<file path="src/hw/rtl/elcr_pkg.sv">
`timescale 1ns / 1ps
// Shared types and constants of the echo level change reporter.
// No dependencies; every other file imports this package.
package elcr_pkg;

  // Field widths
  localparam int ECHO_W     = 15;
  localparam int TIME_W     = 32;
  localparam int DIST_W     = 10;
  localparam int CM_W       = 9;
  localparam int PCT_W      = 7;
  localparam int CHG_W      = 8;
  localparam int LVL_W      = 8;
  localparam int CFG_IDX_W  = 8;
  localparam int CFG_DATA_W = 32;

  // Shared divider sizing (level mapping)
  localparam int LVL_NUM_W = 16;  // |(d - e) * 100| <= 51200
  localparam int DIV_NUM_W = LVL_NUM_W;
  localparam int DIV_DEN_W = 10;  // holds any span magnitude
  localparam int DIV_CNT_W = 5;
  localparam int ITER_LEVEL = LVL_NUM_W;

  // Distance: floor(echo_us * 17 / 1000) = (echo_us * ceil(17 * 2^25 / 1000)) >> 25,
  // exact for every 15-bit echo width
  localparam int DIST_RECIP_W  = 20;
  localparam int DIST_RECIP_SH = 25;
  localparam int DIST_PROD_W   = ECHO_W + DIST_RECIP_W;
  localparam int DIST_QUO_W    = DIST_PROD_W - DIST_RECIP_SH;
  localparam logic [DIST_RECIP_W-1:0] DIST_RECIP = 20'd570426;

  localparam logic [CM_W-1:0]      DIST_MAX    = CM_W'(511);
  localparam logic [PCT_W-1:0]     PCT_MAX     = PCT_W'(100);
  localparam logic [LVL_W-1:0]     LAST_LVL_RST = 8'h9C;  // -100

  // Register indexes
  localparam logic [CFG_IDX_W-1:0] REG_EMPTY_CM    = 8'd0;
  localparam logic [CFG_IDX_W-1:0] REG_FULL_CM     = 8'd1;
  localparam logic [CFG_IDX_W-1:0] REG_INTERVAL_MS = 8'd2;
  localparam logic [CFG_IDX_W-1:0] REG_MIN_CHANGE  = 8'd3;

  // Register reset values
  localparam logic [CM_W-1:0]   EMPTY_CM_RST    = 9'd30;
  localparam logic [CM_W-1:0]   FULL_CM_RST     = 9'd5;
  localparam logic [TIME_W-1:0] INTERVAL_MS_RST = 32'd60000;
  localparam logic [CHG_W-1:0]  MIN_CHANGE_RST  = 8'd5;

  typedef struct packed {
    logic [CM_W-1:0]   empty_distance_cm;
    logic [CM_W-1:0]   full_distance_cm;
    logic [TIME_W-1:0] report_interval_ms;
    logic [CHG_W-1:0]  min_change_pct;
  } elcr_cfg_t;

  typedef struct packed {
    logic                 start;
    logic [DIV_NUM_W-1:0] dividend;
    logic [DIV_DEN_W-1:0] divisor;
    logic [DIV_CNT_W-1:0] iters;
  } elcr_div_req_t;

  typedef struct packed {
    logic                 busy;
    logic                 done;
    logic [DIV_NUM_W-1:0] quotient;
  } elcr_div_rsp_t;

  typedef enum logic [2:0] {
    ST_IDLE,
    ST_DIST,
    ST_PREP,
    ST_LEVEL,
    ST_DECIDE
  } elcr_state_t;

endpackage

</file>
<file path="src/hw/rtl/elcr_in_if.sv">
`timescale 1ns / 1ps
// Input reading channel: valid/ready plus one reading.
// Depends on elcr_pkg for field widths.
interface elcr_in_if;
  import elcr_pkg::*;

  logic              valid;
  logic              ready;
  logic [ECHO_W-1:0] echo_us;
  logic [TIME_W-1:0] now_ms;
  logic              link_up;
  logic              send_ok;

  modport source (output valid, echo_us, now_ms, link_up, send_ok, input ready);
  modport sink   (input valid, echo_us, now_ms, link_up, send_ok, output ready);
endinterface

</file>
<file path="src/hw/rtl/elcr_out_if.sv">
`timescale 1ns / 1ps
// Result channel: valid/ready plus one result.
// Depends on elcr_pkg for field widths.
interface elcr_out_if;
  import elcr_pkg::*;

  logic                     valid;
  logic                     ready;
  logic signed [DIST_W-1:0] distance_cm;
  logic [PCT_W-1:0]         level_pct;
  logic                     report_due;
  logic                     reported;

  modport source (output valid, distance_cm, level_pct, report_due, reported,
                  input ready);
  modport sink   (input valid, distance_cm, level_pct, report_due, reported,
                  output ready);
endinterface

</file>
<file path="src/hw/rtl/elcr_cfg_if.sv">
`timescale 1ns / 1ps
// Configuration write channel: valid/ready, register index and data.
// Depends on elcr_pkg for widths.
interface elcr_cfg_if;
  import elcr_pkg::*;

  logic                  valid;
  logic                  ready;
  logic [CFG_IDX_W-1:0]  index;
  logic [CFG_DATA_W-1:0] data;

  modport source (output valid, index, data, input ready);
  modport sink   (input valid, index, data, output ready);
endinterface

</file>
<file path="src/hw/rtl/elcr_div.sv">
`timescale 1ns / 1ps
// Shared restoring divider, one quotient bit per cycle.
// Depends on elcr_pkg (request/response structs, widths).
module elcr_div (
  input  logic                    clk,
  input  logic                    rst_n,
  input  elcr_pkg::elcr_div_req_t req,
  output elcr_pkg::elcr_div_rsp_t rsp
);
  import elcr_pkg::*;

  logic                 busy_r;
  logic                 done_r;
  logic [DIV_CNT_W-1:0] cnt_r;
  logic [DIV_DEN_W-1:0] rem_r, rem_nxt;
  logic [DIV_NUM_W-1:0] quo_r, quo_nxt;
  logic [DIV_DEN_W-1:0] den_r;
  logic [DIV_DEN_W:0]   trial;
  logic                 last_step;

  assign last_step = busy_r && (cnt_r == DIV_CNT_W'(1));

  // Trial subtract of the shifted partial remainder; top bit set means borrow.
  always_comb begin
    trial = {rem_r, quo_r[DIV_NUM_W-1]} - {1'b0, den_r};
    if (!trial[DIV_DEN_W]) begin
      rem_nxt = trial[DIV_DEN_W-1:0];
      quo_nxt = {quo_r[DIV_NUM_W-2:0], 1'b1};
    end else begin
      rem_nxt = {rem_r[DIV_DEN_W-2:0], quo_r[DIV_NUM_W-1]};
      quo_nxt = {quo_r[DIV_NUM_W-2:0], 1'b0};
    end
  end

  always_ff @(posedge clk) begin
    if (!rst_n) begin
      busy_r <= 1'b0;
      done_r <= 1'b0;
    end else begin
      done_r <= last_step;
      if (req.start) begin
        busy_r <= 1'b1;
      end else if (last_step) begin
        busy_r <= 1'b0;
      end
    end
  end

  always_ff @(posedge clk) begin
    if (req.start) begin
      rem_r <= '0;
      quo_r <= req.dividend;
      den_r <= req.divisor;
      cnt_r <= req.iters;
    end else if (busy_r) begin
      rem_r <= rem_nxt;
      quo_r <= quo_nxt;
      cnt_r <= cnt_r - DIV_CNT_W'(1);
    end
  end

  assign rsp.busy     = busy_r;
  assign rsp.done     = done_r;
  assign rsp.quotient = quo_r;

  a_no_start_busy: assert property (@(posedge clk) disable iff (!rst_n)
    req.start |-> !busy_r)
    else $error("divider started while busy");

  a_done_after_busy: assert property (@(posedge clk) disable iff (!rst_n)
    done_r |-> $past(busy_r))
    else $error("divider done without a run");

  a_cnt_live: assert property (@(posedge clk) disable iff (!rst_n)
    busy_r |-> (cnt_r != '0))
    else $error("divider busy with zero count");

endmodule

</file>
<file path="src/hw/rtl/elcr_cfg.sv">
`timescale 1ns / 1ps
// Configuration register bank, written over the cfg channel.
// Depends on elcr_pkg and elcr_cfg_if.
module elcr_cfg (
  input  logic                clk,
  input  logic                rst_n,
  elcr_cfg_if.sink            cfg_ch,
  output elcr_pkg::elcr_cfg_t cfg
);
  import elcr_pkg::*;

  elcr_cfg_t cfg_r;
  logic      wr;

  assign cfg_ch.ready = 1'b1;
  assign wr           = cfg_ch.valid;  // always ready
  assign cfg          = cfg_r;

  always_ff @(posedge clk) begin
    if (!rst_n) begin
      cfg_r.empty_distance_cm  <= EMPTY_CM_RST;
      cfg_r.full_distance_cm   <= FULL_CM_RST;
      cfg_r.report_interval_ms <= INTERVAL_MS_RST;
      cfg_r.min_change_pct     <= MIN_CHANGE_RST;
    end else if (wr) begin
      unique case (cfg_ch.index)
        REG_EMPTY_CM:    cfg_r.empty_distance_cm  <= cfg_ch.data[CM_W-1:0];
        REG_FULL_CM:     cfg_r.full_distance_cm   <= cfg_ch.data[CM_W-1:0];
        REG_INTERVAL_MS: cfg_r.report_interval_ms <= cfg_ch.data[TIME_W-1:0];
        REG_MIN_CHANGE:  cfg_r.min_change_pct     <= cfg_ch.data[CHG_W-1:0];
        default: ;  // unknown index: ignored
      endcase
    end
  end

endmodule

</file>
<file path="src/hw/rtl/echo_level_change_reporter_top.sv">
`timescale 1ns / 1ps
// Top level of the echo level change reporter: sequencer, datapath, output register.
// Depends on elcr_pkg, the channel interfaces, elcr_cfg and elcr_div.

// One reading in, one result out. The echo width becomes a distance
// floor(echo_us*17/1000) cm (saturated at 511, -1 on a zero-width timeout),
// the distance is mapped onto 0..100 percent between the empty and full
// distances (truncating division, then clamped; 0 when the two are equal),
// and a report is flagged when the report interval has elapsed or the level
// moved by at least min_change_pct since the last report. When the report is
// due, the link is up and the send is accepted, the reading's time and level
// become the new reference. After the accept beat a reading passes through
// these steps in order: the distance (a multiply by a fixed reciprocal of
// 1000/17), the set-up of the level division, 16 quotient bits one per
// cycle through a single shared restoring divider, the clamp, and the load
// of the output register. in_ch.ready is high only while the sequencer is
// idle; no reading is taken until the last one has left it. The result sits
// in an output register, so the next reading may be accepted while the
// previous result waits to be taken; a reading that finishes while the
// output register is still full holds in its last step until it frees.
// Configuration writes are taken at any time (cfg_ch.ready is tied high) but
// should only be issued while no reading is in flight.
module echo_level_change_reporter_top (
  input logic       clk,
  input logic       rst_n,
  elcr_in_if.sink   in_ch,
  elcr_out_if.source out_ch,
  elcr_cfg_if.sink  cfg_ch
);
  import elcr_pkg::*;

  elcr_cfg_t     cfg;
  elcr_div_req_t div_req;
  elcr_div_rsp_t div_rsp;

  elcr_state_t state_r, state_nxt;

  // Reading captured at the accept beat
  logic              echo_zero_r;
  logic [ECHO_W-1:0] echo_r;
  logic [TIME_W-1:0] now_r;
  logic              link_r;
  logic              send_r;

  // Intermediate results
  logic signed [DIST_W-1:0] dist_r;
  logic                     neg_r;
  logic [PCT_W-1:0]         pct_r;

  // Reference of the last report
  logic [TIME_W-1:0] last_time_r;
  logic [LVL_W-1:0]  last_lvl_r;

  // Output register
  logic                     out_valid_r;
  logic signed [DIST_W-1:0] out_dist_r;
  logic [PCT_W-1:0]         out_pct_r;
  logic                     out_due_r;
  logic                     out_rep_r;

  logic in_acc;
  logic out_free;
  logic load_out;

  elcr_cfg u_cfg (
    .clk    (clk),
    .rst_n  (rst_n),
    .cfg_ch (cfg_ch),
    .cfg    (cfg)
  );

  elcr_div u_div (
    .clk   (clk),
    .rst_n (rst_n),
    .req   (div_req),
    .rsp   (div_rsp)
  );

  assign in_ch.ready = (state_r == ST_IDLE);
  assign in_acc      = in_ch.valid && in_ch.ready;
  assign out_free    = !out_valid_r || out_ch.ready;
  assign load_out    = (state_r == ST_DECIDE) && out_free;

  // ---- distance: echo_us * 17 / 1000 by reciprocal multiply and shift
  logic [DIST_PROD_W-1:0] dist_prod;
  logic [DIST_QUO_W-1:0]  dist_quo;
  assign dist_prod = DIST_PROD_W'(echo_r) * DIST_PROD_W'(DIST_RECIP);
  assign dist_quo  = dist_prod[DIST_PROD_W-1:DIST_RECIP_SH];

  logic signed [DIST_W-1:0] dist_nxt;
  always_comb begin
    if (echo_zero_r) begin
      dist_nxt = -DIST_W'(1);
    end else if (dist_quo > DIST_QUO_W'(DIST_MAX)) begin
      dist_nxt = DIST_W'(DIST_MAX);
    end else begin
      dist_nxt = DIST_W'(dist_quo);
    end
  end

  // ---- level numerator (d - e) * 100 and span f - e, as sign + magnitude
  logic signed [DIST_W:0]   delta;
  logic signed [17:0]       prod;
  logic [LVL_NUM_W-1:0]     num_mag;
  logic signed [CM_W:0]     span;
  logic [CM_W-1:0]          span_mag;
  logic                     span_zero;

  always_comb begin
    delta    = $signed({dist_r[DIST_W-1], dist_r})
             - $signed({2'b00, cfg.empty_distance_cm});
    prod     = 18'(delta) * 18'sd100;
    num_mag  = prod[17] ? LVL_NUM_W'(-prod) : LVL_NUM_W'(prod);
    span     = $signed({1'b0, cfg.full_distance_cm})
             - $signed({1'b0, cfg.empty_distance_cm});
    span_mag = span[CM_W] ? CM_W'(-span) : CM_W'(span);
    span_zero = (span == '0);
  end

  // ---- clamp of the level quotient; a negative quotient or a zero span reads as 0
  logic [PCT_W-1:0] pct_nxt;
  always_comb begin
    if (span_zero || neg_r) begin
      pct_nxt = '0;
    end else if (div_rsp.quotient > DIV_NUM_W'(PCT_MAX)) begin
      pct_nxt = PCT_MAX;
    end else begin
      pct_nxt = PCT_W'(div_rsp.quotient);
    end
  end

  // ---- report decision
  logic signed [LVL_W:0] lvl_diff;
  logic [LVL_W-1:0]      lvl_abs;
  logic [TIME_W-1:0]     elapsed;
  logic                  due;
  logic                  rep;

  always_comb begin
    lvl_diff = $signed({2'b00, pct_r}) - $signed({last_lvl_r[LVL_W-1], last_lvl_r});
    lvl_abs  = lvl_diff[LVL_W] ? LVL_W'(-lvl_diff) : LVL_W'(lvl_diff);
    elapsed  = now_r - last_time_r;
    due      = (elapsed >= cfg.report_interval_ms) || (lvl_abs >= cfg.min_change_pct);
    rep      = due && link_r && send_r;
  end

  // ---- sequencer
  always_ff @(posedge clk) begin
    if (!rst_n) begin
      state_r <= ST_IDLE;
    end else begin
      state_r <= state_nxt;
    end
  end

  always_comb begin
    state_nxt        = state_r;
    div_req.start    = 1'b0;
    div_req.dividend = num_mag;
    div_req.divisor  = DIV_DEN_W'(span_mag);
    div_req.iters    = DIV_CNT_W'(ITER_LEVEL);
    unique case (state_r)
      ST_IDLE: begin
        if (in_acc) state_nxt = ST_DIST;
      end
      ST_DIST: begin
        state_nxt = ST_PREP;
      end
      ST_PREP: begin
        div_req.start = 1'b1;
        state_nxt     = ST_LEVEL;
      end
      ST_LEVEL: begin
        if (div_rsp.done) state_nxt = ST_DECIDE;
      end
      ST_DECIDE: begin
        if (out_free) state_nxt = ST_IDLE;
      end
      default: state_nxt = ST_IDLE;
    endcase
  end

  // ---- datapath registers
  always_ff @(posedge clk) begin
    if (in_acc) begin
      echo_zero_r <= (in_ch.echo_us == '0);
      echo_r      <= in_ch.echo_us;
      now_r       <= in_ch.now_ms;
      link_r      <= in_ch.link_up;
      send_r      <= in_ch.send_ok;
    end
    if (state_r == ST_DIST) dist_r <= dist_nxt;
    if (state_r == ST_PREP) neg_r <= prod[17] ^ span[CM_W];
    if (state_r == ST_LEVEL && div_rsp.done) pct_r <= pct_nxt;
    if (load_out) begin
      out_dist_r <= dist_r;
      out_pct_r  <= pct_r;
      out_due_r  <= due;
      out_rep_r  <= rep;
    end
  end

  // Last-report reference, updated only on a successful report
  always_ff @(posedge clk) begin
    if (!rst_n) begin
      last_time_r <= '0;
      last_lvl_r  <= LAST_LVL_RST;
    end else if (load_out && rep) begin
      last_time_r <= now_r;
      last_lvl_r  <= LVL_W'(pct_r);
    end
  end

  always_ff @(posedge clk) begin
    if (!rst_n) begin
      out_valid_r <= 1'b0;
    end else if (load_out) begin
      out_valid_r <= 1'b1;
    end else if (out_ch.ready) begin
      out_valid_r <= 1'b0;
    end
  end

  assign out_ch.valid       = out_valid_r;
  assign out_ch.distance_cm = out_dist_r;
  assign out_ch.level_pct   = out_pct_r;
  assign out_ch.report_due  = out_due_r;
  assign out_ch.reported    = out_rep_r;

  a_prep_starts_div: assert property (@(posedge clk) disable iff (!rst_n)
    (state_r == ST_PREP) |=> div_rsp.busy)
    else $error("level setup did not start the divider");

  a_level_range: assert property (@(posedge clk) disable iff (!rst_n)
    out_valid_r |-> (out_pct_r <= PCT_MAX))
    else $error("level above 100 percent");

  a_rep_needs_due: assert property (@(posedge clk) disable iff (!rst_n)
    (out_valid_r && out_rep_r) |-> out_due_r)
    else $error("reported without report due");

  a_ref_on_report: assert property (@(posedge clk) disable iff (!rst_n)
    (load_out && rep) |=> (last_lvl_r == LVL_W'(out_pct_r)))
    else $error("reference level not taken from reported level");

endmodule

</file>
<file path="src/flat_wrapper.sv">
// flat-port wrapper written by rule: the top's interface ports become plain ports
module echo_level_change_reporter_top_flat import elcr_pkg::*;
  (clk, rst_n, in_ch_valid, in_ch_echo_us, in_ch_now_ms, in_ch_link_up, in_ch_send_ok, in_ch_ready, out_ch_valid, out_ch_distance_cm, out_ch_level_pct, out_ch_report_due, out_ch_reported, out_ch_ready, cfg_ch_valid, cfg_ch_index, cfg_ch_data, cfg_ch_ready);
  elcr_in_if in_ch_i ();
  elcr_out_if out_ch_i ();
  elcr_cfg_if cfg_ch_i ();
  input logic clk;
  input logic rst_n;
  input wire logic [$bits(in_ch_i.valid)-1:0] in_ch_valid;
  input wire logic [$bits(in_ch_i.echo_us)-1:0] in_ch_echo_us;
  input wire logic [$bits(in_ch_i.now_ms)-1:0] in_ch_now_ms;
  input wire logic [$bits(in_ch_i.link_up)-1:0] in_ch_link_up;
  input wire logic [$bits(in_ch_i.send_ok)-1:0] in_ch_send_ok;
  output wire logic [$bits(in_ch_i.ready)-1:0] in_ch_ready;
  output wire logic [$bits(out_ch_i.valid)-1:0] out_ch_valid;
  output wire logic [$bits(out_ch_i.distance_cm)-1:0] out_ch_distance_cm;
  output wire logic [$bits(out_ch_i.level_pct)-1:0] out_ch_level_pct;
  output wire logic [$bits(out_ch_i.report_due)-1:0] out_ch_report_due;
  output wire logic [$bits(out_ch_i.reported)-1:0] out_ch_reported;
  input wire logic [$bits(out_ch_i.ready)-1:0] out_ch_ready;
  input wire logic [$bits(cfg_ch_i.valid)-1:0] cfg_ch_valid;
  input wire logic [$bits(cfg_ch_i.index)-1:0] cfg_ch_index;
  input wire logic [$bits(cfg_ch_i.data)-1:0] cfg_ch_data;
  output wire logic [$bits(cfg_ch_i.ready)-1:0] cfg_ch_ready;
  assign in_ch_i.valid = in_ch_valid;
  assign in_ch_i.echo_us = in_ch_echo_us;
  assign in_ch_i.now_ms = in_ch_now_ms;
  assign in_ch_i.link_up = in_ch_link_up;
  assign in_ch_i.send_ok = in_ch_send_ok;
  assign in_ch_ready = in_ch_i.ready;
  assign out_ch_valid = out_ch_i.valid;
  assign out_ch_distance_cm = out_ch_i.distance_cm;
  assign out_ch_level_pct = out_ch_i.level_pct;
  assign out_ch_report_due = out_ch_i.report_due;
  assign out_ch_reported = out_ch_i.reported;
  assign out_ch_i.ready = out_ch_ready;
  assign cfg_ch_i.valid = cfg_ch_valid;
  assign cfg_ch_i.index = cfg_ch_index;
  assign cfg_ch_i.data = cfg_ch_data;
  assign cfg_ch_ready = cfg_ch_i.ready;
  echo_level_change_reporter_top u_core (.clk(clk), .rst_n(rst_n), .in_ch(in_ch_i), .out_ch(out_ch_i), .cfg_ch(cfg_ch_i));
endmodule
</file>
<file path="config.mk">
export PLATFORM = sky130hd
export DESIGN_NAME = echo_level_change_reporter_top_flat
export DESIGN_NICKNAME = d
export VERILOG_FILES = /design/src/hw/rtl/elcr_pkg.sv /design/src/hw/rtl/elcr_in_if.sv /design/src/hw/rtl/elcr_out_if.sv /design/src/hw/rtl/elcr_cfg_if.sv /design/src/hw/rtl/elcr_div.sv /design/src/hw/rtl/elcr_cfg.sv /design/src/hw/rtl/echo_level_change_reporter_top.sv /design/src/flat_wrapper.sv
export SDC_FILE = /design/constraint.sdc
export NUM_CORES = 1
export LEC_CHECK = 0
export BUFFER_PORTS_ARGS = -buffer_cell sky130_fd_sc_hd__buf_2
export CORE_MARGIN = 3
export CORE_UTILIZATION = 65
export CTS_BUF_LIST = sky130_fd_sc_hd__clkbuf_16
export CTS_CLUSTER_DIAMETER = 100
export DETAILED_ROUTE_END_ITERATION = 7
export PLACE_DENSITY = 0.94
export SYNTH_ARGS = -nofsm -noshare
export SYNTH_HDL_FRONTEND = slang
export SYNTH_SLANG_ARGS = --single-unit
export TNS_END_PERCENT = 50
</file>
<file path="constraint.sdc">
create_clock -name clk -period 8.6 [get_ports clk]
set_clock_uncertainty 0.1 [all_clocks]
set_input_delay 1.29 -clock clk [delete_from_list [all_inputs] [get_ports clk]]
set_output_delay 1.29 -clock clk [all_outputs]
set_load 0.02 [all_outputs]
</file>
==> results.yml <==
setup_path:
  critical-path-slowest-cell: "sky130_fd_sc_hd__xnor2_1"
  critPathCaptureType: "register"
  timing.critical_path.required_ps: 8770
  timing.rr.end: "u_core.u_div.quo_r[7]$_DFFE_PP_"
  timing.critical_path.buf_inv: 1
  rr_worst_depth: 22
  critical_path.top_delay_family: "adder cells"
  crit_chain: "inv_1 > ha_1 > nor2b_1 > o21ai_0 > a21boi_0 > o21ai_0 > nand2_1 > a21o_1 > a21o_1 > mux2i_1 > nor4_1 > ha_1 > fa_1 > ha_1 > ha_1 > a21oi_1 > a21oi_1 > a31oi_1 > xnor2_1 > o31ai_1 > xor2_1 > o21ai_0"
  r2r-start: "u_core.u_cfg.cfg[50]$_SDFFE_PN1P_"
  crit_path_frequent_cell: "sky130_fd_sc_hd__ha_1"
  critPathLaunchType: "register"
  timing.critical_path.slowest_cell_delay_ps: 860
  cp_data_arrival_time_ps: 6500
  timing.critical_path.fanout_max: 15
  start_to_end_type_of_the_worst_setup_path: "register to register"
  reg2reg_setup_slack_ps: 2270
clocking:
  clockBufferDepth: 3
  post_cts_buffers: 0
  post_cts.resized_instances: 0
  cts.sinks: 231
  postCtsHoldBufs: 0
  worst_skew_pair.late_latency_ps: 550
  numCtsBuffers: 26
  h-tree-depth: 1
  clock_tree_from_tritoncts: "done"
  cts.clk_slew.worst_paths_ps: 60
  clock_tree.root_cell: "sky130_fd_sc_hd__clkbuf_16"
synthesis:
  ys.flop_type: "sky130_fd_sc_hd__dfxtp_1"
  synth-compound-area-share: 0.124
  synth.ff_latch_count: 231
  synthesis.instances: 1824
  synth-edff-count: 112
  synth_nets: 2289
  synth_top_family_by_area: "adder cells"
  yosys.area_share.xor_xnor: 0.0499
  synth_mux_area_frac: 0.0204
  post_synth_num_cell_types: 74
  synthesis.yosys.warnings: 0
  yosys.area_share.adder: 0.298
  synth_area_sq_um: 17700
  synth.yosys.seq_area_share: 0.324
  synth_area_per_cell_sq_um: 9.73
  synthSimpleGateAreaFrac: 0.118
  async_flop_share: 0
global_routing:
  grt_start_max_net_pins: 101
  grt_pass1_wl_um: 65200
  number_of_antenna_violations_at_the_first_check_in_global_routing: 4
  first_global_vias: 13863
  globalRouteOverflowTotal: 0
  global_route_total_usage_across_every_layer: 0.272
final_layout:
  post_layout_nonfiller_instances: 2287
  syn2layout_area_growth_pct: 10.2
  regArea_sq_um: 5750
  final_cell_area_excluding_filler_cells_sq_um: 19600
  total_area_of_multi_input_combinational_cells_sq_um: 10800
  final_layout_size_suffix_gt1_frac: 0.0980
  nets: 2393
  n_fill_cell: 1655
die:
  floorplan.die.height_um: 171
  die_x_um: 171
  io-pin-count: 116
  number_of_standard_cell_rows_in_the_floorplan: 59
  start_util: 0.671
  fp.dieArea_sq_um: 29300
  core_area_sq_um: 26400
sta:
  max_slew_margin: 0.271
  finalHoldWorstSlack_ps: 362
  maxClockFrequency_ghz: 0.158
  hold_viol_final: 0
  final_min_period_over_clock_period: 0.736
  setup_viol_count_final: 0
  post-route-min-period_ps: 6330
  grt_setup_unrepaired: "no"
  finalMaxSlewViolations: 0
  timing.setup.tns_ps: 0
  max_slew.worst_pin.slew_ps: 1090
  setup_ws_ps: 2270
place:
  detailedPlace.worstSlack_ps: 2370
  dpl.cell_count: 2235
  portBuffers: 114
  detailed_place_hpwl_um: 30200
  place_area_sq_um: 18600
  routabilityCongestion: 0.952
outcome:
  run_status: "completed"
detailed_routing:
  route.detailed.wl_per_inst_um: 17.3
  num_vias: 13384
  drt_first_iter_violations: 936
  drcViolationCount: 0
  count_of_tritonroute_iterations_in_the_first_routing_pass: 6
  routed_via_density: 5.85
  routed_wirelength_um: 39700
  route.antenna.remaining_nets: 0
worst_hold_path:
  holdCritPathClass: "register to register"
  hold-path-cell-count: 0
  timing.hold.worst.start: "u_core.dist_r[3]$_SDFFCE_PP1P_"
  hold_path_end: "u_core.out_ch.distance_cm[3]$_DFFE_PP_"
power_and_ir_drop:
  power.ir.vdd_worst_mv: 0.256
  powerDensity_nw_per_um2: 317
  leakage_component_of_the_power_nw: 8.94
job:
  max_cap_viol_count: 0
layout make-up:
class	count	share of cell area
Antenna cell	4	0.000512
Clock buffer	26	0.0333
Timing Repair Buffer	120	0.0316
Inverter	264	0.0507
Multi-Input combinational cell	1285	0.554
Clock inverter	22	0.0144
Sequential cell	231	0.294
Tap cell	335	0.0214
registers in the layout, indices dropped and copies added (netlist names), 3 cells and up:
register,flops
u_core.u_cfg.cfg,58
u_core.last_time_r,32
u_core.now_r,32
u_core.u_div.quo_r,16
u_core.echo_r,15
u_core.dist_r,10
u_core.out_ch.distance_cm,10
u_core.u_div.rem_r,10
u_core.u_div.den_r,9
u_core.last_lvl_r,8
u_core.out_ch.level_pct,7
u_core.pct_r,7
u_core.u_div.cnt_r,5
u_core.state_r,3
synthesized netlist by cell type, drive strengths merged, types with 5 or more instances:
| cell | n | area share |
|---|---|---|
| edfxtp | 112 | 0.19 |
| nor3 | 23 | 0.0071 |
| a21o | 46 | 0.019 |
| nand2 | 175 | 0.037 |
| o31ai | 8 | 0.0037 |
| nand4 | 10 | 0.0035 |
| o211ai | 14 | 0.0059 |
| and3 | 11 | 0.0039 |
| ha | 286 | 0.20 |
| o21ai | 101 | 0.029 |
| buf | 11 | 0.0032 |
| xnor2 | 62 | 0.031 |
| a21oi | 75 | 0.021 |
| nor2 | 62 | 0.013 |
| a21boi | 32 | 0.014 |
| a31oi | 10 | 0.0039 |
| o21a | 13 | 0.0055 |
| nand2b | 13 | 0.0046 |
| fa | 85 | 0.096 |
| clkbuf | 33 | 0.0070 |
| nor4 | 10 | 0.0039 |
| dfxtp | 119 | 0.13 |
| a211oi | 11 | 0.0049 |
| o21bai | 8 | 0.0034 |
| inv | 264 | 0.056 |
| nor3b | 5 | 0.0024 |
| nand3 | 52 | 0.015 |
| nor2b | 40 | 0.014 |
| or2 | 7 | 0.0025 |
| xor2 | 39 | 0.019 |
| mux2i | 34 | 0.019 |
cell families (layout without fill, tap and decap cells):
| family | after synthesis | after routing |
|---|---|---|
| AO/OA/AOI/OAI | 343 | 343 |
| XOR/XNOR | 101 | 101 |
| adder cells (fa/ha/maj) | 371 | 371 |
| buffers and inverters | 308 | 432 |
| flip-flops | 231 | 231 |
| multiplexers | 36 | 36 |
| other | 1 | 5 |
| AND/OR/NAND/NOR | 433 | 433 |
metrics by stage:
step                power [mW]  utilization
floorplan                 4.12            -
global placement          4.69        0.704
detailed placement        4.90        0.704
CTS                       6.18        0.740
global route              6.70        0.740
finish                    6.19        0.740
power breakdown:
group          total (mW)  internal (mW)  leakage (nW)  switching [mW]
clock network        1.20          0.737         0.462           0.468
registers            1.38           1.29          1.98          0.0872
logic                3.61           1.61          6.50            2.00
total                6.19           3.63          8.94            2.56
worst max path at each step:
stage	from	end	slack, ps	depth (start not counted)
after detailed placement	u_core.dist_r[1]$_SDFFCE_PP1P_	u_core.u_div.quo_r[15]$_DFFE_PP_	2370	21
after floorplan	u_core.echo_r[9]$_DFFE_PP_	u_core.dist_r[7]$_SDFFCE_PP1P_	2780	20
after global placement	u_core.echo_r[13]$_DFFE_PP_	u_core.dist_r[7]$_SDFFCE_PP1P_	2580	19
after global routing	u_core.dist_r[1]$_SDFFCE_PP1P_	u_core.u_div.quo_r[7]$_DFFE_PP_	1740	21
final	u_core.u_cfg.cfg[50]$_SDFFE_PN1P_	u_core.u_div.quo_r[7]$_DFFE_PP_	2270	22
after CTS	u_core.dist_r[1]$_SDFFCE_PP1P_	u_core.u_div.quo_r[15]$_DFFE_PP_	2320	21
routing by layer:
| layer | track usage | vias up | wire length [um] |
|---|---|---|---|
| met5 | 0 | - | 0 |
| met4 | 0.113 | 0 | 1710 |
| met3 | 0.0382 | 120 | 2000 |
| met2 | 0.489 | 438 | 19800 |
| met1 | 0.328 | 6357 | 16200 |
| li1 | - | 6469 | - |
cell usage in the layout (no fill, tap or decap), drive strengths merged, types with 5 or more instances in the layout:
cell | synthesis | routed
fa | 85 | 85
xnor2 | 62 | 62
or2 | 7 | 7
clkinv | 0 | 7
bufinv | 0 | 6
nand2 | 175 | 175
nand3 | 52 | 52
nand2b | 13 | 13
nor2 | 62 | 62
clkbuf | 33 | 26
nor4 | 10 | 10
o211ai | 14 | 14
a21boi | 32 | 32
nand4 | 10 | 10
buf | 11 | 120
o21ai | 101 | 101
a21oi | 75 | 75
o31ai | 8 | 8
dfxtp | 119 | 119
o21bai | 8 | 8
a21o | 46 | 46
edfxtp | 112 | 112
nor2b | 40 | 40
a211oi | 11 | 11
nor3 | 23 | 23
and3 | 11 | 11
mux2i | 34 | 34
xor2 | 39 | 39
a31oi | 10 | 10
ha | 286 | 286
o21a | 13 | 13
nor3b | 5 | 5
inv | 264 | 271
(Power assumes the default switching activity.)
